## src/hw/rtl/emod_pkg.sv

```systemverilog
// Package for the element-wise integer modulo unit.
// Holds the payload and pipeline types, register indexes and width helpers.
// No dependencies.
package emod_pkg;

	// Datapath width of the divider chain; element widths above it are cut.
	localparam int DATA_WIDTH = 64;
	// Fixed width of the dividend, divisor and remainder fields.
	localparam int WORD_W = 64;
	// Width of an element bit count (holds WORD_W itself).
	localparam int WIDTH_W = $clog2(WORD_W + 1);
	// Width of a bit index into a field word.
	localparam int BIT_INDEX_W = $clog2(WORD_W);
	// One restoring division step per cell, one cell per magnitude bit.
	localparam int NUM_CELLS = DATA_WIDTH;
	// Configuration register widths.
	localparam int ETYPE_W = 3;
	localparam int CFG_DATA_W = ETYPE_W;
	localparam int CFG_INDEX_W = 1;

	// Configuration register indexes.
	localparam logic [CFG_INDEX_W-1:0] CFG_ELEMENT_TYPE = 1'd0;
	localparam logic [CFG_INDEX_W-1:0] CFG_TRUNCATED_MODE = 1'd1;

	// Bit of element_type that marks an unsigned element.
	localparam int ETYPE_UNSIGNED_BIT = 2;

	// Input transaction payload.
	typedef struct packed {
		logic [WORD_W-1:0] dividend;
		logic [WORD_W-1:0] divisor;
		logic last_element;
	} in_t;

	// Output transaction payload.
	typedef struct packed {
		logic [WORD_W-1:0] remainder;
		logic divide_by_zero;
		logic last_result;
	} out_t;

	// Per-element control that rides alongside the divider chain.
	typedef struct packed {
		logic dz;
		logic last;
		logic neg_a;
		logic neg_b;
		logic floor_en;
	} side_t;

	// Data handed from one divider cell to the next.
	typedef struct packed {
		logic [DATA_WIDTH-1:0] rem;
		logic [DATA_WIDTH-1:0] num;
		logic [DATA_WIDTH-1:0] dvs;
		side_t side;
	} cell_t;

	// Element bit count for a width code (8 << code), limited to DATA_WIDTH.
	function automatic logic [WIDTH_W-1:0] elem_width(input logic [1:0] code);
		logic [WIDTH_W-1:0] w;
		w = WIDTH_W'(8) << code;
		if (w > WIDTH_W'(DATA_WIDTH)) begin
			w = WIDTH_W'(DATA_WIDTH);
		end
		return w;
	endfunction

	// Mask of the low w bits of a field word.
	function automatic logic [WORD_W-1:0] width_mask(input logic [WIDTH_W-1:0] w);
		logic [WORD_W-1:0] m;
		if (w >= WIDTH_W'(WORD_W)) begin
			m = '1;
		end else begin
			m = (WORD_W'(1) << w) - WORD_W'(1);
		end
		return m;
	endfunction

endpackage

```

## src/hw/rtl/emod_fix.sv

```systemverilog
// Result stage: restores the sign, applies the floored correction,
// handles a zero divisor and holds the output register. Depends on emod_pkg.
module emod_fix (
	input  logic            clk,
	input  logic            arst_n,
	input  logic            en,
	input  logic            valid_in,
	input  emod_pkg::cell_t data_in,
	output logic            out_valid_q,
	output emod_pkg::out_t  out_q
);

	logic [emod_pkg::WORD_W-1:0] r;
	logic [emod_pkg::WORD_W-1:0] m;
	logic [emod_pkg::WORD_W-1:0] op_a;
	logic [emod_pkg::WORD_W-1:0] op_b;
	logic                        flip;
	emod_pkg::out_t              nxt;

	// The signed result folds into a single subtraction:
	// plain r, negated r, divisor minus r, or r minus divisor.
	always_comb begin
		r = emod_pkg::WORD_W'(data_in.rem);
		m = emod_pkg::WORD_W'(data_in.dvs);
		flip = data_in.side.floor_en && (r != '0) &&
			(data_in.side.neg_a != data_in.side.neg_b);
		if (flip && data_in.side.neg_a) begin
			op_a = m;
			op_b = r;
		end else if (flip) begin
			op_a = r;
			op_b = m;
		end else if (data_in.side.neg_a) begin
			op_a = '0;
			op_b = r;
		end else begin
			op_a = r;
			op_b = '0;
		end
		nxt.remainder = data_in.side.dz ? '0 : (op_a - op_b);
		nxt.divide_by_zero = data_in.side.dz;
		nxt.last_result = data_in.side.last;
	end

	// Output valid flag.
	always_ff @(posedge clk or negedge arst_n) begin
		if (!arst_n) begin
			out_valid_q <= 1'b0;
		end else if (en) begin
			out_valid_q <= valid_in;
		end
	end

	// Output payload register.
	always_ff @(posedge clk) begin
		if (en) begin
			out_q <= nxt;
		end
	end

endmodule

```

## config.mk

```make
export PLATFORM = sky130hd
export DESIGN_NAME = emod_fix
export DESIGN_NICKNAME = d
export VERILOG_FILES = /design/src/hw/rtl/emod_pkg.sv /design/src/hw/rtl/emod_fix.sv
export SDC_FILE = /design/constraint.sdc
export NUM_CORES = 1
export LEC_CHECK = 0
export ABC_AREA = 1
export ABC_CLOCK_PERIOD_IN_PS = 800
export BUFFER_PORTS_ARGS = -buffer_cell sky130_fd_sc_hd__buf_2
export CELL_PAD_IN_SITES_DETAIL_PLACEMENT = 0
export CELL_PAD_IN_SITES_GLOBAL_PLACEMENT = 1
export CORE_MARGIN = 2
export CORE_UTILIZATION = 33
export CTS_CLUSTER_SIZE = 28
export DETAILED_ROUTE_END_ITERATION = 10
export MAX_ROUTING_LAYER = met4
export PLACE_DENSITY_LB_ADDON = 0.1
export SLEW_MARGIN = 20
export SYNTH_ARGS = -nofsm -noshare
export SYNTH_HDL_FRONTEND = slang
export SYNTH_SLANG_ARGS = --single-unit
export TNS_END_PERCENT = 20
```

## constraint.sdc

```tcl
create_clock -name clk -period 0.8 [get_ports clk]
set_clock_uncertainty 0.2 [all_clocks]
set_input_delay 0.04 -clock clk [delete_from_list [all_inputs] [get_ports clk]]
set_output_delay 0.04 -clock clk [all_outputs]
set_load 0.05 [all_outputs]
```

==> flow_summary.json, run 1 <==
{
  "drt-pass1-iter-count": 6,
  "regToRegSetupSlack_ps": -160,
  "drt_iter0_drc": 752,
  "yosys_warnings": 0,
  "overflow": 0,
  "antenna_left": 0,
  "syn_area_um2": 9770,
  "syn2layout_area_growth_pct": 89.0,
  "setup.worst_path.end_class": "register",
  "power.switching_mw": 12.5,
  "synthSimpleGateAreaFrac": 0.342,
  "hp-start": "valid_in",
  "hold_buffers": 2,
  "wl_per_cell_um": 16.3,
  "start_util": 0.338,
  "crit_chain": "buf_2 > nor2_1 > nand2_1 > nor2_4 > nand2_4 > nor2_4 > nand2_4 > buf_6 > nand2_8 > buf_12 > buf_16 > o31ai_1 > inv_1 > ha_4 > or2_1 > and2_4 > nand2_4 > nand2_4 > nand2_2 > nand3b_1 > buf_4 > o21ai_2 > a21oi_2",
  "p_total_mw": 27.2,
  "r2r_cells": 1,
  "startpoint": "data_in[170]",
  "drive_above_1_share": 0.517,
  "cp_common_cell": "nand2_4",
  "post-route-cell-area_um2": 18500,
  "syn-num-nets": 2017,
  "ios": 268,
  "clk-insertion-delay-late_ps": 360,
  "cts.sinks": 67,
  "crit_family": "simple AND/OR/NAND/NOR gates",
  "synth_compound_area_frac": 0.184,
  "die_h_um": 176,
  "path_max_fanout": 7,
  "grt_pass1_vias": 12300,
  "power_density_nw_per_um2": 1470,
  "synth_xor_area_frac": 0,
  "drv_cap": 0,
  "setup_ws_ps": -2250,
  "synth_cell_types": 31,
  "ir_drop_mv": 1.11,
  "r2r_end": "out_valid_q",
  "hold_path.class": "in -> reg",
  "routed_wl_um": 43800,
  "critPathArrivalTime_ps": 2960,
  "dpl-instance-area_um2": 13900,
  "synth-seq-cells": 67,
  "clkTransAtPathRegs_ps": 70,
  "avgSynthCellArea_um2": 5.57,
  "violations": "hold timing, setup timing",
  "via_count": 12800,
  "comb_power_share": 0.660,
  "vias_per_cell": 4.77,
  "path_buf_inv": 6,
  "path_class": "in -> reg",
  "rows": 62,
  "gp_congestion": 0.921,
  "fp.coreArea_um2": 28900,
  "slowest_delay_ps": 240,
  "die_width_um": 176,
  "clkPwrFrac": 0.169,
  "mostFrequentLayoutCell": "inv_1",
  "antenna_found_initial": 0,
  "cts_tree": "built",
  "fmax_mhz": 328,
  "cts_htree_levels": 3,
  "cts-root-buf": "clkbuf_16",
  "tightest_slew_ps": 453,
  "setup_violations": 132,
  "yosys-mux-area-fraction": 0.00115,
  "drc": 0,
  "worst_hold_path.num_cells": 2,
  "internal_power_mw": 14.7,
  "rsz0062_at_grt": "yes",
  "grt_max_degree": 80,
  "relSlewSlack": 0.698,
  "status": "finished, violations left",
  "synthAdderAreaFrac": 0.0828,
  "fin_crit_sh": 3.81,
  "grt_util_all_layers": 0.286,
  "min_to": "out_valid_q",
  "numPortBuffers": 203,
  "seqPwrFrac": 0.171,
  "p_leak_nw": 9.49,
  "r2r_start": "out_valid_q",
  "finalHoldViolCount": 18,
  "cp.required_ps": 710,
  "startpoint_type": "input pin",
  "synth_top_family_by_area": "simple AND/OR/NAND/NOR gates",
  "grt_pass1_wl_um": 66300,
  "diodes": 0,
  "fin_hold_ws_ps": -288,
  "slowest_stage": "buf_4",
  "drv_slew": 0,
  "fin_nets": 2570,
  "hpwl_um": 32200,
  "clk_path_buf_depth": 2,
  "numCtsBuffers": 9,
  "final.min_clock_period_ps": 3050,
  "yosysSeqAreaShare": 0.205,
  "switching_share": 0.458,
  "syn_inst": 1752,
  "dieArea_um2": 31000,
  "final_cell_mix": "389 x inv_1, 356 x nand2_1, 316 x buf_4"
}
## worst max path at each step
stage                            to  slack [ps]  depth (start not counted)
after floorplan           out_q[42]       -1790                         23
after detailed placement  out_q[54]       -3070                         27
after global placement    out_q[54]       -3050                         27
after global routing      out_q[58]       -2380                         25
after CTS                 out_q[54]       -2220                         27
final                     out_q[26]       -2250                         23
## state kept, by name, indices dropped and copies added, names as in the netlist
signal       count
out_valid_q      1
out_q           66
## synthesized netlist by cell type
cell type | count | area share
a21oi_1 | 112 | 0.057
a21oi_2 | 3 | 0.0027
and2_1 | 3 | 0.0019
and3_1 | 1 | 0.00064
buf_1 | 3 | 0.0012
buf_2 | 15 | 0.0077
clkbuf_1 | 21 | 0.0081
clkinv_1 | 1 | 0.00038
dfrtp_1 | 1 | 0.0026
edfxtp_1 | 66 | 0.20
fa_1 | 1 | 0.0020
ha_1 | 63 | 0.081
inv_1 | 432 | 0.17
inv_2 | 2 | 0.00077
mux2_2 | 1 | 0.0012
nand2_1 | 548 | 0.21
nand2_2 | 6 | 0.0038
nand3_1 | 41 | 0.021
nand3b_1 | 4 | 0.0031
nand4_1 | 10 | 0.0064
nor2_1 | 205 | 0.079
nor2_2 | 1 | 0.00064
nor2_4 | 2 | 0.0023
nor3_1 | 10 | 0.0051
nor3_2 | 4 | 0.0041
nor4_1 | 5 | 0.0032
o21ai_0 | 54 | 0.028
o21bai_1 | 10 | 0.0077
o22ai_1 | 63 | 0.040
o31ai_1 | 63 | 0.048
or2_0 | 1 | 0.00064
## power by group through the flow
stage	sequential, mW	clock (mW)	combinational (mW)
after floorplan	6.28	0	5.68
final	4.65	4.61	17.9
after detailed placement	4.67	0	12.7
after global routing	4.68	4.77	19.2
after global placement	4.67	0	12.6
after CTS	4.61	4.68	16.3
## cell families (layout without fill, tap and decap cells)
kind of cell             after synthesis  in the layout
AO/OA/AOI/OAI                        305            305
adder cells (fa/ha/maj)               64             64
buffers and inverters                474           1032
flip-flops                            67             67
multiplexers                           1              1
AND/OR/NAND/NOR                      841            841
## layout make-up
cell class                      instances  area, µm²
Timing Repair Buffer                  581       4740
Clock buffer                           10        229
Fill cell                            2680      10500
Inverter                              435       1640
Tap cell                              384        480
Clock inverter                          6       90.1
Sequential cell                        67       2010
Multi-Input combinational cell       1211       9280
## repair_timing
item                                    in CTS  in global routing
buffers inserted                            42                 23
endpoints found under the hold margin       26                 14
gates cloned                                 9                  0
endpoints found under the setup margin     132                132
pin swaps                                  189                119
resized for setup                          581                301
## per-stage QoR
step                      worst slack [ps]  TNS, ps   util  cells  hold slack, ps
after detailed placement             -3070  -187980  0.481   2605            -383
after floorplan                      -1790  -108530      -   1752            -456
after global routing                 -2380  -164700  0.638   2694            -275
after global placement               -3050  -187000  0.481   2605            -385
final                                -2250  -155360  0.638   2694            -288
after CTS                            -2220  -154290  0.597   2672            -303
## routing by layer
metal	part of all wire	vias to the layer above	track usage
met3	0.040	43	0.0265
met1	0.49	5894	0.403
met2	0.45	289	0.438
met5	0	-	-
li1	-	6615	-
met4	0.021	0	0.0740
Note: power is estimated with default switching activity, not from simulation.
==> inputs of run 2 (changes only) <==
--- a/config.mk
+++ b/config.mk
@@ -6,16 +6,16 @@
 export NUM_CORES = 1
 export LEC_CHECK = 0
 export ABC_AREA = 1
-export ABC_CLOCK_PERIOD_IN_PS = 800
+export ABC_CLOCK_PERIOD_IN_PS = 3200
 export BUFFER_PORTS_ARGS = -buffer_cell sky130_fd_sc_hd__buf_2
 export CELL_PAD_IN_SITES_DETAIL_PLACEMENT = 0
 export CELL_PAD_IN_SITES_GLOBAL_PLACEMENT = 1
 export CORE_MARGIN = 2
-export CORE_UTILIZATION = 33
+export CORE_UTILIZATION = 36
 export CTS_CLUSTER_SIZE = 28
 export DETAILED_ROUTE_END_ITERATION = 10
 export MAX_ROUTING_LAYER = met4
-export PLACE_DENSITY_LB_ADDON = 0.1
+export PLACE_DENSITY = 0.94
 export SLEW_MARGIN = 20
 export SYNTH_ARGS = -nofsm -noshare
 export SYNTH_HDL_FRONTEND = slang
==> constraint.sdc (replaced) <==
create_clock -name clk -period 3.2 [get_ports clk]
set_clock_uncertainty 0.2 [all_clocks]
set_input_delay 0.16 -clock clk [delete_from_list [all_inputs] [get_ports clk]]
set_output_delay 0.16 -clock clk [all_outputs]
set_load 0.05 [all_outputs]
==> run 2 against run 1 <==
Net effect: the flow finishes with violations (setup timing); worst setup slack better by 2200 ps; clock power down 80%; via count down 3.2%; total power down 80%; non-clock buffer count down 148; hold slack better by 400 ps; critical path type unchanged; largest cell class unchanged; largest power group unchanged.
==> flow_summary.json, run 2 (synthesis gave the netlist of run 1 again) <==
{
  "r2r_start": "out_valid_q",
  "cts.sinks": 67,
  "tightest_slew_ps": 617,
  "path_class": "in -> reg",
  "cts-root-buf": "clkbuf_16",
  "drive_above_1_share": 0.317,
  "multi_input_area_um2": 7020,
  "overflow": 0,
  "antenna_left": 0,
  "drt-pass1-iter-count": 7,
  "numPortBuffers": 203,
  "final.min_clock_period_ps": 3210,
  "die_h_um": 169,
  "grt_pass1_wl_um": 55000,
  "regArea_um2": 2010,
  "grt_max_degree": 90,
  "largest_reg_flops": 66,
  "power_density_nw_per_um2": 378,
  "critPathArrivalTime_ps": 3120,
  "vias_per_cell": 4.97,
  "final_cell_mix": "464 x nand2_1, 423 x inv_1, 211 x buf_4",
  "ir_drop_mv": 0.277,
  "numCtsBuffers": 9,
  "gp_congestion": 1.08,
  "die_width_um": 169,
  "drv_cap": 0,
  "hpwl_um": 28400,
  "top_regs": "out_q (66), out_valid_q (1)",
  "rows": 60,
  "clk_path_buf_depth": 2,
  "mostFrequentLayoutCell": "nand2_1",
  "regToRegSetupSlack_ps": 2270,
  "clkTransAtPathRegs_ps": 60,
  "r2r_cells": 1,
  "status": "finished, violations left",
  "startpoint_type": "input pin",
  "dp_cells": 2457,
  "relSlewSlack": 0.586,
  "fmax_mhz": 312,
  "grt_pass1_vias": 11400,
  "fin_nets": 2422,
  "routed_wl_um": 37000,
  "finalNonFillerCells": 2503,
  "setup_ws_ps": -6.89,
  "fin_crit_sh": 1.00,
  "p_leak_nw": 7.90,
  "grt_util_all_layers": 0.248,
  "r2r_end": "out_valid_q",
  "cts_htree_levels": 3,
  "cts_tree": "built",
  "setup_violations": 2,
  "n_fill_cell": 2661,
  "rsz0062_at_grt": "yes",
  "fp.coreArea_um2": 26800,
  "ios": 268,
  "wl_per_cell_um": 14.8,
  "drc": 0,
  "crit_path_end": "out_q[39]",
  "dpl-instance-area_um2": 12600,
  "drt_iter0_drc": 1089,
  "cp.required_ps": 3110,
  "drv_slew": 0,
  "clk-insertion-delay-late_ps": 350,
  "setup.worst_path.end_class": "register",
  "hold_path.class": "in -> reg",
  "start_util": 0.364,
  "violations": "setup timing",
  "startpoint": "data_in[159]",
  "finalHoldViolCount": 0,
  "post-route-cell-area_um2": 14300,
  "regMostFlops": "out_q",
  "dieArea_um2": 28500,
  "diodes": 0,
  "syn2layout_area_growth_pct": 46.6,
  "path_max_fanout": 8,
  "antenna_found_initial": 0,
  "via_count": 12400
}
run 2: cell count changes in the layout (fill, tap and decap cells not counted), sizes merged:
cell,before,now
buf,578,426
clkinvlp,1,0
clkbuf,11,14
dlygate4sd3,2,5
bufinv,2,0
clkinv,4,5
run 2: stage by stage:
step                      worst slack, ps   util  hold WS (ps)  power, mW  TNS, ps
after detailed placement             -777  0.471          -265       4.00   -28890
after global routing                 -179  0.534           140       5.73    -5070
after floorplan                       247      -          -336       2.91        0
final                               -6.89  0.534           115       5.41    -9.06
after global placement               -629  0.471          -266       3.97   -24130
after CTS                           -7.81  0.491           132       5.00    -14.4
run 2: cell type report:
cell class | count | area share
sequential | 67 | 0.140
tap | 341 | 0.0298
clock inverter | 4 | 0.00122
clock buffer | 12 | 0.0165
timing repair buffer | 433 | 0.208
inverter | 435 | 0.114
multi-input combinational | 1211 | 0.490
run 2: timing repair:
action / in CTS / in global routing
endpoints found under the setup margin: 47 / 55
endpoints found under the hold margin: 6 / 0
resized for setup: 47 / 266
hold buffers: 5 / 0
cloned: 2 / 2
pin swaps: 12 / 91
setup buffers: 3 / 19
run 2: worst max-delay path, cell delays in order:
cell	delay, ps
buf_4	130
nor2_4	90
nand2_1	60
nor2_2	150
nand2_4	100
nor2_4	150
nand2_4	80
nand3_4	210
buf_12	150
buf_16	120
o22ai_1	70
ha_1	380
nand2_2	120
inv_1	70
a21oi_4	200
o21ai_0	110
nand2_1	120
nand3_4	120
a21oi_2	190
buf_4	150
nand2_1	50
nand2_1	50
nor2_1	50
run 2: worst min path at each step:
stage	depth (start not counted)	start	slack, ps	endpoint
finish	1	en	110	out_q[51]
global route	1	en	140	out_q[0]
CTS	1	en	130	out_q[0]
detailed placement	1	arst_n	-270	out_valid_q
global placement	1	arst_n	-270	out_valid_q
floorplan	0	arst_n	-340	out_valid_q
run 2: metal layers:
| layer | wire (µm) | up-vias | global-route usage |
|---|---|---|---|
| li1 | - | 6305 | - |
| met1 | 16200 | 5540 | 0.314 |
| met2 | 16900 | 475 | 0.401 |
| met3 | 2420 | 111 | 0.0332 |
| met4 | 1450 | 0 | 0.0997 |
| met5 | 0 | - | - |
run 2: power by group:
group,switching (mW),internal (mW)
clock,0.426,0.519
sequential,0.0387,1.12
combinational,2.11,1.21
