<file path="src/hw/rtl/emod_pkg.sv">
// Package for the element-wise integer modulo unit.
// Holds the payload and pipeline types, register indexes and width helpers.
// No dependencies.
package emod_pkg;

	// Datapath width of the divider chain; element widths above it are cut.
	localparam int DATA_WIDTH = 64;
	// Fixed width of the dividend, divisor and remainder fields.
	localparam int WORD_W = 64;
	// Width of an element bit count (holds WORD_W itself).
	localparam int WIDTH_W = $clog2(WORD_W + 1);
	// Width of a bit index into a field word.
	localparam int BIT_INDEX_W = $clog2(WORD_W);
	// One restoring division step per cell, one cell per magnitude bit.
	localparam int NUM_CELLS = DATA_WIDTH;
	// Configuration register widths.
	localparam int ETYPE_W = 3;
	localparam int CFG_DATA_W = ETYPE_W;
	localparam int CFG_INDEX_W = 1;

	// Configuration register indexes.
	localparam logic [CFG_INDEX_W-1:0] CFG_ELEMENT_TYPE = 1'd0;
	localparam logic [CFG_INDEX_W-1:0] CFG_TRUNCATED_MODE = 1'd1;

	// Bit of element_type that marks an unsigned element.
	localparam int ETYPE_UNSIGNED_BIT = 2;

	// Input transaction payload.
	typedef struct packed {
		logic [WORD_W-1:0] dividend;
		logic [WORD_W-1:0] divisor;
		logic last_element;
	} in_t;

	// Output transaction payload.
	typedef struct packed {
		logic [WORD_W-1:0] remainder;
		logic divide_by_zero;
		logic last_result;
	} out_t;

	// Per-element control that rides alongside the divider chain.
	typedef struct packed {
		logic dz;
		logic last;
		logic neg_a;
		logic neg_b;
		logic floor_en;
	} side_t;

	// Data handed from one divider cell to the next.
	typedef struct packed {
		logic [DATA_WIDTH-1:0] rem;
		logic [DATA_WIDTH-1:0] num;
		logic [DATA_WIDTH-1:0] dvs;
		side_t side;
	} cell_t;

	// Element bit count for a width code (8 << code), limited to DATA_WIDTH.
	function automatic logic [WIDTH_W-1:0] elem_width(input logic [1:0] code);
		logic [WIDTH_W-1:0] w;
		w = WIDTH_W'(8) << code;
		if (w > WIDTH_W'(DATA_WIDTH)) begin
			w = WIDTH_W'(DATA_WIDTH);
		end
		return w;
	endfunction

	// Mask of the low w bits of a field word.
	function automatic logic [WORD_W-1:0] width_mask(input logic [WIDTH_W-1:0] w);
		logic [WORD_W-1:0] m;
		if (w >= WIDTH_W'(WORD_W)) begin
			m = '1;
		end else begin
			m = (WORD_W'(1) << w) - WORD_W'(1);
		end
		return m;
	endfunction

endpackage

</file>
<file path="src/hw/rtl/emod_prep.sv">
// Operand preparation stage: masking, sign handling and magnitudes.
// Feeds the first divider cell. Depends on emod_pkg.
module emod_prep (
	input  logic                              clk,
	input  logic                              arst_n,
	input  logic                              en,
	input  logic                              valid_in,
	input  emod_pkg::in_t                     data_in,
	input  logic [emod_pkg::ETYPE_W-1:0]      element_type,
	input  logic                              truncated_mode,
	output logic                              valid_s1,
	output emod_pkg::cell_t                   data_s1
);

	logic [emod_pkg::WIDTH_W-1:0] w;
	logic [emod_pkg::WORD_W-1:0]  mask;
	logic [emod_pkg::BIT_INDEX_W-1:0] sidx;
	logic                         is_signed;
	logic [emod_pkg::WORD_W-1:0]  a_m;
	logic [emod_pkg::WORD_W-1:0]  b_m;
	logic                         na;
	logic                         nb;
	logic [emod_pkg::WORD_W-1:0]  sa;
	logic [emod_pkg::WORD_W-1:0]  sb;
	logic [emod_pkg::WORD_W-1:0]  ma;
	logic [emod_pkg::WORD_W-1:0]  mb;
	emod_pkg::cell_t              nxt;

	// Mask the operands to the element width and take their magnitudes.
	always_comb begin
		w = emod_pkg::elem_width(element_type[1:0]);
		mask = emod_pkg::width_mask(w);
		sidx = emod_pkg::BIT_INDEX_W'(w - emod_pkg::WIDTH_W'(1));
		is_signed = !element_type[emod_pkg::ETYPE_UNSIGNED_BIT];
		a_m = data_in.dividend & mask;
		b_m = data_in.divisor & mask;
		na = is_signed && a_m[sidx];
		nb = is_signed && b_m[sidx];
		sa = na ? (a_m | ~mask) : a_m;
		sb = nb ? (b_m | ~mask) : b_m;
		ma = na ? (emod_pkg::WORD_W'(0) - sa) : sa;
		mb = nb ? (emod_pkg::WORD_W'(0) - sb) : sb;

		nxt.rem = '0;
		nxt.num = ma[emod_pkg::DATA_WIDTH-1:0];
		nxt.dvs = mb[emod_pkg::DATA_WIDTH-1:0];
		nxt.side.dz = (b_m == '0);
		nxt.side.last = data_in.last_element;
		nxt.side.neg_a = na;
		nxt.side.neg_b = nb;
		nxt.side.floor_en = is_signed && !truncated_mode;
	end

	// Stage valid flag.
	always_ff @(posedge clk or negedge arst_n) begin
		if (!arst_n) begin
			valid_s1 <= 1'b0;
		end else if (en) begin
			valid_s1 <= valid_in;
		end
	end

	// Stage payload.
	always_ff @(posedge clk) begin
		if (en) begin
			data_s1 <= nxt;
		end
	end

endmodule

</file>
<file path="config.mk">
export PLATFORM = sky130hd
export DESIGN_NAME = emod_prep
export DESIGN_NICKNAME = d
export VERILOG_FILES = /design/src/hw/rtl/emod_pkg.sv /design/src/hw/rtl/emod_prep.sv
export SDC_FILE = /design/constraint.sdc
export NUM_CORES = 1
export LEC_CHECK = 0
export ABC_AREA = 1
export BUFFER_PORTS_ARGS = -buffer_cell sky130_fd_sc_hd__buf_2
export CAP_MARGIN = 20
export CORE_MARGIN = 1
export CORE_UTILIZATION = 56
export CTS_CLUSTER_DIAMETER = 50
export DETAILED_ROUTE_END_ITERATION = 10
export GPL_ROUTABILITY_DRIVEN = 1
export PLACE_DENSITY = 0.87
export SYNTH_ARGS = -nofsm -noshare
export SYNTH_HDL_FRONTEND = slang
export SYNTH_SLANG_ARGS = --single-unit
</file>
<file path="constraint.sdc">
create_clock -name clk -period 1.5 [get_ports clk]
set_input_delay 0.3 -clock clk [delete_from_list [all_inputs] [get_ports clk]]
set_output_delay 0.3 -clock clk [all_outputs]
set_load 0.01 [all_outputs]
</file>
==> flow_summary.toml, run 1 <==
[synthesis]
yosysTopAreaCellShare_pct = 39.1
netlist_instances = 1383
synthDistinctLibCells = 45
synth_compound_area_share_pct = 4.83
synth_area_leaders = "edfxtp_1, nand2_1, nand3_1"
synth_top_area_cell = "edfxtp_1"
ys_warn_count = 0
avgSynthCellArea_um2 = 7.38
synth_top_family_by_area = "simple AND/OR/NAND/NOR gates"
async_flop_share_pct = 0.746
synth_seq_cells = 134
yosys.area_share.simple_pct = 36.4
synth_common_cells = "nand2_1, nor2_1, edfxtp_1, nand3_1, inv_1"
synthMuxAreaShare_pct = 0.110
synth-adder-area-share_pct = 0.245
synthFlopType = "edfxtp_1"
synth.most_common_cell = "nand2_1"
synth_area_um2 = 10200
yosysSeqAreaShare_pct = 39.4
synth_edf_count = 133
synth-xor-area-share_pct = 6.78

[grt]
grt_first_pass_wirelength_um = 114000
grt_max_degree = 37
grt_pass1_vias = 17765
gr-total-overflow = 146
grt_usage_pct = 83.5

[floorplan]
io_pins = 335
rows = 48
fp.dieH_um = 137
initial_utilization_pct = 58.2
die_w_um = 137

[clock_network]
cts_sinks = 134
cts_root_buf = "clkbuf_16"
numCtsBuffers = 17
ctsHtreeMaxLevel = 4
cts_buffer_depth = 2

[placement]
place_congestion = 0.988
post-dp-hpwl_um = 30200
place_inst = 2127
numPortBuffers = 270

[run_status]
haltStage = "global routing (5_1_grt)"
error = "[ERROR GRT-0116] Global routing finished with congestion. Check the congestion regions in the DRC Viewer."
status = "stopped before the end"
per-stage QoR:
stage	area, µm²	util (%)	worst slack [ns]
after floorplan	11100	-	-0.436
after global placement	14200	80.8	-1.12
after detailed placement	14200	80.8	-1.20
after CTS	16900	96.2	-0.452
logic make-up after synthesis:
kind of cell / after synthesis
compound gates: 87
buf+inv: 239
mux: 1
simple gates: 840
flops: 134
fa+ha+maj: 2
xor+xnor: 79
other cells: 1
routing by layer:
layer	GRT overflow	global-route usage, %
met5	0	45.6
met2	77	96.9
met1	0	81.4
met3	4	72.8
met4	65	85.7
what timing repair did:
item,4_1_cts
hold buffers,1
pin swaps,111
endpoints found under the setup margin,119
cloned,7
gates resized for setup,341
hold endpoints to repair,1
buffers inserted,75
==> run 2: changes to the inputs <==
- CORE_UTILIZATION: 56 -> 40
- CTS_CLUSTER_DIAMETER: 50 -> default
- PLACE_DENSITY: 0.87 -> default
- PLACE_DENSITY_LB_ADDON: default -> 0.15
==> run 2 against run 1 <==
Against the previous run:
- the flow now finishes, with violations (setup timing)
- area after synthesis unchanged
- synthesized cell count unchanged
==> flow_summary.toml, run 2 <==
[clock_network]
cts_tree = "built"
cts_sinks = 134
cts_root_buf = "clkbuf_16"
cts_buffer_depth = 2
clk_latency_ns = 0.43
numCtsBuffers = 17
clk_pin_slew_worst_paths_ns = 0.07
ctsHtreeMaxLevel = 4

[sta]
setup_viol_count_final = 111
skew_ns = 0
max_freq_ghz = 0.498
fin_crit_ns = 2.01
period_share_pct = 134
rsz0062_at_grt = "yes"
final_max_slew_viol_count = 0
finalHoldViolCount = 0
layout_setup_ws_ns = -0.509
tns_ns = -37.87

[final_layout]
largest_reg_flops = 133
layout.nets = 2195
fillCellCount = 1899
fin_util_pct = 72.1
syn_to_final_growth_pct = 77.5
layout_commonest_cell = "buf_4"
drive_gt1_share_pct = 55.4
seq_area_um2 = 4020
final_cell_mix = "buf_4, nand2_1, buf_2"
top_register = "data_s1"
stdcell_count = 2400
multi_input_area_um2 = 7220
reg_top3 = "data_s1 x133, valid_s1 x1"

[routing]
drtPass1Iterations = 5
drc_errors = 0
avgViaCountPerCell = 5.01
route.vias.total = 12017
wl_per_cell_um = 17.2
wl_um = 41200
drt-initial-drc-count = 843
antenna_left = 0

[synthesis]
synth.most_common_cell = "nand2_1"
async_flop_share_pct = 0.746
ys_warn_count = 0
yosysSeqAreaShare_pct = 39.4
synth_top_area_cell = "edfxtp_1"
synth_common_cells = "nand2_1, nor2_1, edfxtp_1, nand3_1, inv_1"
synthFlopType = "edfxtp_1"
synthDistinctLibCells = 45
avgSynthCellArea_um2 = 7.38
synth_edf_count = 133
netlist_instances = 1383
yosysTopAreaCellShare_pct = 39.1
synth_area_leaders = "edfxtp_1, nand2_1, nand3_1"
synth_area_um2 = 10200
synth_seq_cells = 134

[worst_setup_path]
cp_max_fo = 7
critical_path_class = "input pin to flop"
r2r_setup_slack_ns = 0.77
critPathTopFamily = "simple AND/OR/NAND/NOR gates"
path_buf_inv = 4
cpMaxStageDelayCell = "nor2_4"
crit_required_ns = 1.68
critical_path.max_stage_delay_ns = 0.24
end_kind = "flop"
arrival_ns = 2.19
crit_chain = "buf_12 -> buf_6 -> o21ai_4 -> nand3_4 -> buf_6 -> nand3_4 -> buf_4 -> nand3_2 -> nor2_4 -> nand2_2 -> nand2_4 -> nand2_4 -> nor2_4 -> nand3_2 -> nand2_1 -> nand2_1"
start_kind = "input pin"

[floorplan]
fp.dieH_um = 162
rows = 58
core_um2 = 25100
dieArea_um2 = 26200
io_pins = 335
die_w_um = 162
initial_utilization_pct = 40.6

[power_and_ir_drop]
p_per_area_nw_per_um2 = 846
fin_total_pwr_w = 0.0153
peakVddDrop_mv = 0.558
leakage_nw = 8.84

[job]
cap_viol_max_count = 0

[grt]
grt_pass1_vias = 11369
gr-total-overflow = 0
grt_first_pass_wirelength_um = 60400
grt_usage_pct = 30.1
grt_max_degree = 31
antenna_found_initial = 1

[run_status]
status = "finished with violations"
violations = "setup timing"

[placement]
place_inst = 2253
place_congestion = 0.937
post-dp-hpwl_um = 28400
numPortBuffers = 270

[worst_hold_path]
hold_path_class = "input pin to flop"
## run 2: repair_timing
| action | in CTS | in global routing |
|---|---|---|
| endpoints found under the hold margin | 1 | 0 |
| gates resized for setup | 361 | 160 |
| hold buffers | 1 | 0 |
| cloned | 9 | 2 |
| pin swaps | 116 | 98 |
| setup endpoints to repair | 115 | 115 |
| setup buffers | 73 | 51 |
## run 2: final timing paths
kind	from	to	cells after the start
setup / recovery	element_type[1]	data_s1[123]	16
hold / removal	data_in[0]	data_s1[3]	1
setup reg to reg	valid_s1	valid_s1	1
hold reg to reg	valid_s1	valid_s1	1
max in group asynchronous	arst_n	valid_s1	2
min in group asynchronous	arst_n	valid_s1	2
## run 2: per-stage QoR
| step | instance area [µm²] | hold WS, ns | worst slack [ns] |
|---|---|---|---|
| 6_report | 18100 | 0.0394 | -0.509 |
| 5_1_grt | 18100 | 0.0331 | -0.593 |
| 2_1_floorplan | 11100 | 0.00441 | -0.436 |
| 3_5_place_dp | 14400 | 0.0757 | -1.06 |
| 3_3_place_gp | 14400 | 0.0743 | -1.05 |
| 4_1_cts | 17200 | 0.0288 | -0.369 |
## run 2: area by class of cell
type	instances	share of cell area, %
multi-input combinational	1074	39.9
timing repair buffer	702	29.4
sequential	134	22.2
inverter	126	2.93
clock buffer	19	2.39
tap	330	2.28
clock inverter	13	0.939
timing repair inverter	1	0.0484
antenna	1	0.0138
## run 2: power by group
part | total (W) | internal, W | switching (W)
combinational | 0.00583 | 0.00265 | 0.00317
clock | 0.00456 | 0.00264 | 0.00192
sequential | 0.00494 | 0.00478 | 0.000161
total | 0.0153 | 0.0101 | 0.00525
## run 2: metal layers
metal,wire length [µm],vias to the layer above,track usage (%)
li1,-,5744,-
met1,18000,5658,40.3
met2,19400,530,49.6
met3,2750,85,4.57
met4,1090,0,10.1
met5,0,-,0
## run 2: cell families (layout without fill, tap and decap cells)
group / count (synthesis) / after routing / share of synthesized area [%]
compound gates: 87 / 87 / 4.83
xor+xnor: 79 / 79 / 6.78
fa+ha+maj: 2 / 2 / 0.245
buf+inv: 239 / 861 / 12.2
flops: 134 / 134 / 39.4
mux: 1 / 1 / 0.110
other cells: 1 / 65 / 0.0368
simple gates: 840 / 841 / 36.4
Power figures use the tool's default switching activity.
==> run 3: changes to the inputs <==
- CORE_ASPECT_RATIO: default -> 1.4
==> run 3 against run 2 <==
Against the previous run:
- the flow still finishes with violations (setup timing)
- worst setup slack improved by 0.024 ns
- worst hold slack got worse by 0.014 ns
- highest routed layer unchanged
- clock skew did not move
- non-clock buffer count rose by 38
- combinational power rose by 6.2%
- die area barely moved
- wire length rose by 3.9%
- sequential share of layout area fell by 0.70 points
- critical path depth fell by 4
- clock-buffer cell count did not move
==> flow_summary.toml, run 3 (synthesis results as in run 2) <==
[power_and_ir_drop]
p_clk_share_pct = 29.1
peakVddDrop_mv = 0.866
p_seq_share_pct = 31.4
p_per_area_nw_per_um2 = 838
switchingPower_w = 0.00534
sw_frac_of_total_pct = 34.1
leakage_nw = 9.10
p_int_w = 0.0103
p_comb_share_pct = 39.5

[sta]
rsz0062_at_grt = "yes"
skew_ns = 0
fin_crit_ns = 1.98
final_max_slew_viol_count = 0
tns_ns = -35.85
period_share_pct = 132
layout_setup_ws_ns = -0.485
max_freq_ghz = 0.504
finalHoldViolCount = 0
setup_viol_count_final = 122

[final_layout]
syn_to_final_growth_pct = 83.3
drive_gt1_share_pct = 58.1
layout_commonest_cell = "buf_4"
stdcell_count = 2422
final_cell_mix = "buf_4, nand2_1, buf_2"
layout.nets = 2233
largest_reg_flops = 133
final_area_um2 = 18700
diodes = 0
top_register = "data_s1"
reg_top3 = "data_s1 x133, valid_s1 x1"

[worst_setup_path]
critPathTopFamily = "simple AND/OR/NAND/NOR gates"
critical_path.max_stage_delay_ns = 0.25
path_buf_inv = 1
start_kind = "input pin"
crit_required_ns = 1.81
arrival_ns = 2.29
cp_max_fo = 7
end_kind = "flop"
critical_path_class = "input pin to flop"
cpMaxStageDelayCell = "nor2_4"
crit_chain = "buf_2 -> nor3_2 -> nand2_1 -> nor2_1 -> nand4_1 -> nor2_4 -> nand2_4 -> nor2_4 -> nand4_1 -> nand2_1 -> nand2_2 -> nor2_2"

[floorplan]
io_pins = 335
rows = 68
fp.dieH_um = 191
dieArea_um2 = 26200
die_w_um = 137
initial_utilization_pct = 41.1
core_um2 = 24800

[placement]
place_congestion = 0.945
placed_area_um2 = 14700
post-dp-hpwl_um = 30400
numPortBuffers = 270
place_inst = 2267

[routing]
wl_um = 42800
route.vias.total = 12295
antenna_left = 0
wl_per_cell_um = 17.7
drc_errors = 0
drt-initial-drc-count = 681
avgViaCountPerCell = 5.08
drtPass1Iterations = 6

[clock_network]
ctsHtreeMaxLevel = 4
cts_buffer_depth = 2
clk_latency_ns = 0.44
numCtsBuffers = 17
cts_tree = "built"
cts_sinks = 134
cts_root_buf = "clkbuf_16"
clk_pin_slew_worst_paths_ns = 0.07

[run_status]
status = "finished with violations"
violations = "setup timing"

[worst_hold_path]
hold_path_class = "input pin to flop"

[grt]
gr-total-overflow = 0
grt_pass1_vias = 11711
grt_first_pass_wirelength_um = 59500
grt_usage_pct = 30.2
antenna_found_initial = 0
grt_max_degree = 36

[job]
cap_viol_max_count = 0
[run 3: cell count changes in the layout (fill, tap and decap cells not counted), sizes merged]
cell | before | now
buf | 698 | 733
diode | 1 | 0
inv | 131 | 130
nand3 | 128 | 129
clkbuf | 20 | 25
bufbuf | 2 | 0
[run 3: per-layer routing]
metal | part of all wire [%] | GRT usage [%] | up-vias
li1 | - | - | 5828
met1 | 36 | 32.2 | 5781
met2 | 54 | 56.9 | 522
met3 | 5.1 | 3.82 | 164
met4 | 5.5 | 15.6 | 0
met5 | 0 | 0 | -
[run 3: area by class of cell]
type,count,area [µm²]
Tap cell,315,394
Inverter,126,534
Clock inverter,13,166
Multi-Input combinational cell,1075,7460
Clock buffer,19,453
Fill cell,1826,6140
Sequential cell,134,4020
Timing Repair Buffer,740,5680
[run 3: through the flow]
stage	setup WS [ns]	util, %	total power (W)	hold WS (ns)
final	-0.485	75.3	0.0157	0.0258
after floorplan	-0.436	-	0.00750	0.00441
after global routing	-0.584	75.3	0.0163	0.0166
after global placement	-1.02	59.1	0.00965	0.0751
after CTS	-0.412	66.5	0.0147	0.0182
after detailed placement	-1.12	59.1	0.00968	0.0778
[run 3: timing repair]
item / 4_1_cts / 5_1_grt
setup buffers: 49 / 77
setup endpoints to repair: 120 / 122
cloned: 5 / 8
resized for setup: 184 / 384
hold buffers: 1 / 0
endpoints found under the hold margin: 1 / 0
pin swaps: 71 / 156
[run 3: path summary, 6_finish.rpt]
kind,startpoint,endpoint,slack [ns],depth (start not counted)
max in group asynchronous,arst_n,valid_s1,1.26,2
min,data_in[1],data_s1[5],0.03,1
max,data_in[67],data_s1[132],-0.48,12
max reg2reg,valid_s1,valid_s1,0.75,1
min in group asynchronous,arst_n,valid_s1,0.16,2
min reg2reg,valid_s1,valid_s1,0.52,1
[run 3: power groups by stage]
stage          clock (W)  sequential [W]  combinational [W]
6_report         0.00456         0.00493            0.00619
5_1_grt          0.00470         0.00498            0.00662
4_1_cts          0.00457         0.00493            0.00515
3_5_place_dp           0         0.00500            0.00467
3_3_place_gp           0         0.00500            0.00465
2_1_floorplan          0         0.00527            0.00224
==> run 4: changes to the inputs <==
- SKIP_CTS_REPAIR_TIMING: default -> 1
==> run 4 against run 3 <==
Against the previous run:
- the run still ends with setup timing left
- sequential power about the same
- non-clock buffer count is 36 lower
- die area is the same
- via count down 3.9%
- critical endpoint is now data_s1[125]
- largest power group unchanged
==> flow_summary.toml, run 4 (synthesis results as in run 2) <==
[sta]
layout_setup_ws_ns = -0.523
rsz0062_at_grt = "yes"
final_max_slew_viol_count = 0
fin_hold_ws_ns = 0.0359
worstMarginPinSlew_ns = 0.521
setup_viol_count_final = 114
finalHoldViolCount = 0
skew_ns = 0
period_share_pct = 135
slew_headroom_pct = 65.0
fin_crit_ns = 2.02
max_freq_ghz = 0.494

[grt]
antenna_found_initial = 0
grt_pass1_vias = 11071
grt_first_pass_wirelength_um = 56900
grt_usage_pct = 29.0
grt_max_degree = 36
gr-total-overflow = 0

[routing]
drt-initial-drc-count = 569
antenna_left = 0
route.vias.total = 11821
wl_per_cell_um = 17.0
drtPass1Iterations = 5
wl_um = 40400
drc_errors = 0
avgViaCountPerCell = 4.96

[power_and_ir_drop]
leakage_nw = 8.73
p_per_area_nw_per_um2 = 857
peakVddDrop_mv = 0.866

[clock_network]
clk_pin_slew_worst_paths_ns = 0.06
cts_tree = "built"
cts_buffer_depth = 2
ctsHtreeMaxLevel = 4
clk_latency_ns = 0.44
cts_sinks = 134
numCtsBuffers = 17
cts_root_buf = "clkbuf_16"

[final_layout]
fillCellCount = 2033
final_area_um2 = 17600
top_register = "data_s1"
largest_reg_flops = 133
diodes = 0
layout.nets = 2196
seq_area_um2 = 4020
final_cell_mix = "buf_4, nand2_1, buf_2"
layout_commonest_cell = "buf_4"
drive_gt1_share_pct = 53.9
multi_input_area_um2 = 6960
syn_to_final_growth_pct = 72.8
reg_top3 = "data_s1 x133, valid_s1 x1"

[floorplan]
io_pins = 335
initial_utilization_pct = 41.1
dieArea_um2 = 26200
core_um2 = 24800
fp.dieH_um = 191
die_w_um = 137
rows = 68

[job]
cap_viol_max_count = 0

[placement]
post-dp-hpwl_um = 30400
place_congestion = 0.945
numPortBuffers = 270
placed_area_um2 = 14700

[worst_setup_path]
start_kind = "input pin"
crit_required_ns = 1.70
cp_max_fo = 7
critical_path_class = "input pin to flop"
arrival_ns = 2.22
end_kind = "flop"

[run_status]
violations = "setup timing"
status = "finished with violations"

[worst_hold_path]
hold_path_class = "input pin to flop"
[run 4: cell types whose count changed in the layout (fill, tap and decap cells not counted), moves of 6 or more]
cell,change
nand3_4,-8
buf_6,-35
nor2_4,-11
nand2_1,+23
nand2_2,-14
nand3_1,+10
o21ai_0,+6
buf_4,+12
inv_2,-8
buf_12,-8
nor2_2,-9
nor2_1,+20
inv_1,+9
[run 4: power by group]
group	internal [W]	total (W)	switching, W
clock network	0.00272	0.00453	0.00180
logic	0.00255	0.00566	0.00311
registers	0.00478	0.00493	0.000149
[run 4: final timing paths]
check	startpoint	to	slack (ns)	depth (start not counted)
max in group asynchronous	arst_n	valid_s1	1.25	2
min in group asynchronous	arst_n	valid_s1	0.16	2
hold / removal	data_in[0]	data_s1[3]	0.04	1
hold reg to reg	valid_s1	valid_s1	0.52	1
setup / recovery	element_type[1]	data_s1[125]	-0.52	13
setup reg to reg	valid_s1	valid_s1	0.75	1
[run 4: stage by stage]
step	util, %	TNS, ns	instances	power (W)	setup WS (ns)
3_3_place_gp	59.1	-103.17	2267	0.00965	-1.02
2_1_floorplan	-	-36.97	1446	0.00750	-0.436
6_report	71.0	-36.31	2385	0.0151	-0.523
4_1_cts	61.6	-47.98	2299	0.0142	-0.660
5_1_grt	71.0	-46.69	2385	0.0158	-0.615
3_5_place_dp	59.1	-106.13	2267	0.00968	-1.12
[run 4: worst max-delay path, cell delays in order]
cell and delay (ns):
buf_12 0.12, nor2_4 0.25, clkinv_4 0.16, buf_12 0.17
nand2_2 0.09, nand3_2 0.11, nor2_4 0.23, nand3_2 0.13
nor2_4 0.15, buf_4 0.14, nand4_1 0.17, nand3_1 0.13
nand2_1 0.06
[run 4: area by class of cell]
cell class	count	share of cell area (%)
multi-input cells	1073	39.5
well taps	315	2.24
clock buffers	19	2.57
inverters	126	2.92
flip-flops and latches	134	22.8
repair buffers	704	29.0
repair inverters	1	0.0497
clock inverters	13	0.944
[run 4: routing by layer]
metal  GRT usage, %  up-vias  wire [µm]
li1               -     5747          -
met1           31.7     5564      15000
met2           54.4      409      21900
met3           3.50      101       1810
met4           13.7        0       1700
met5              0        -          0
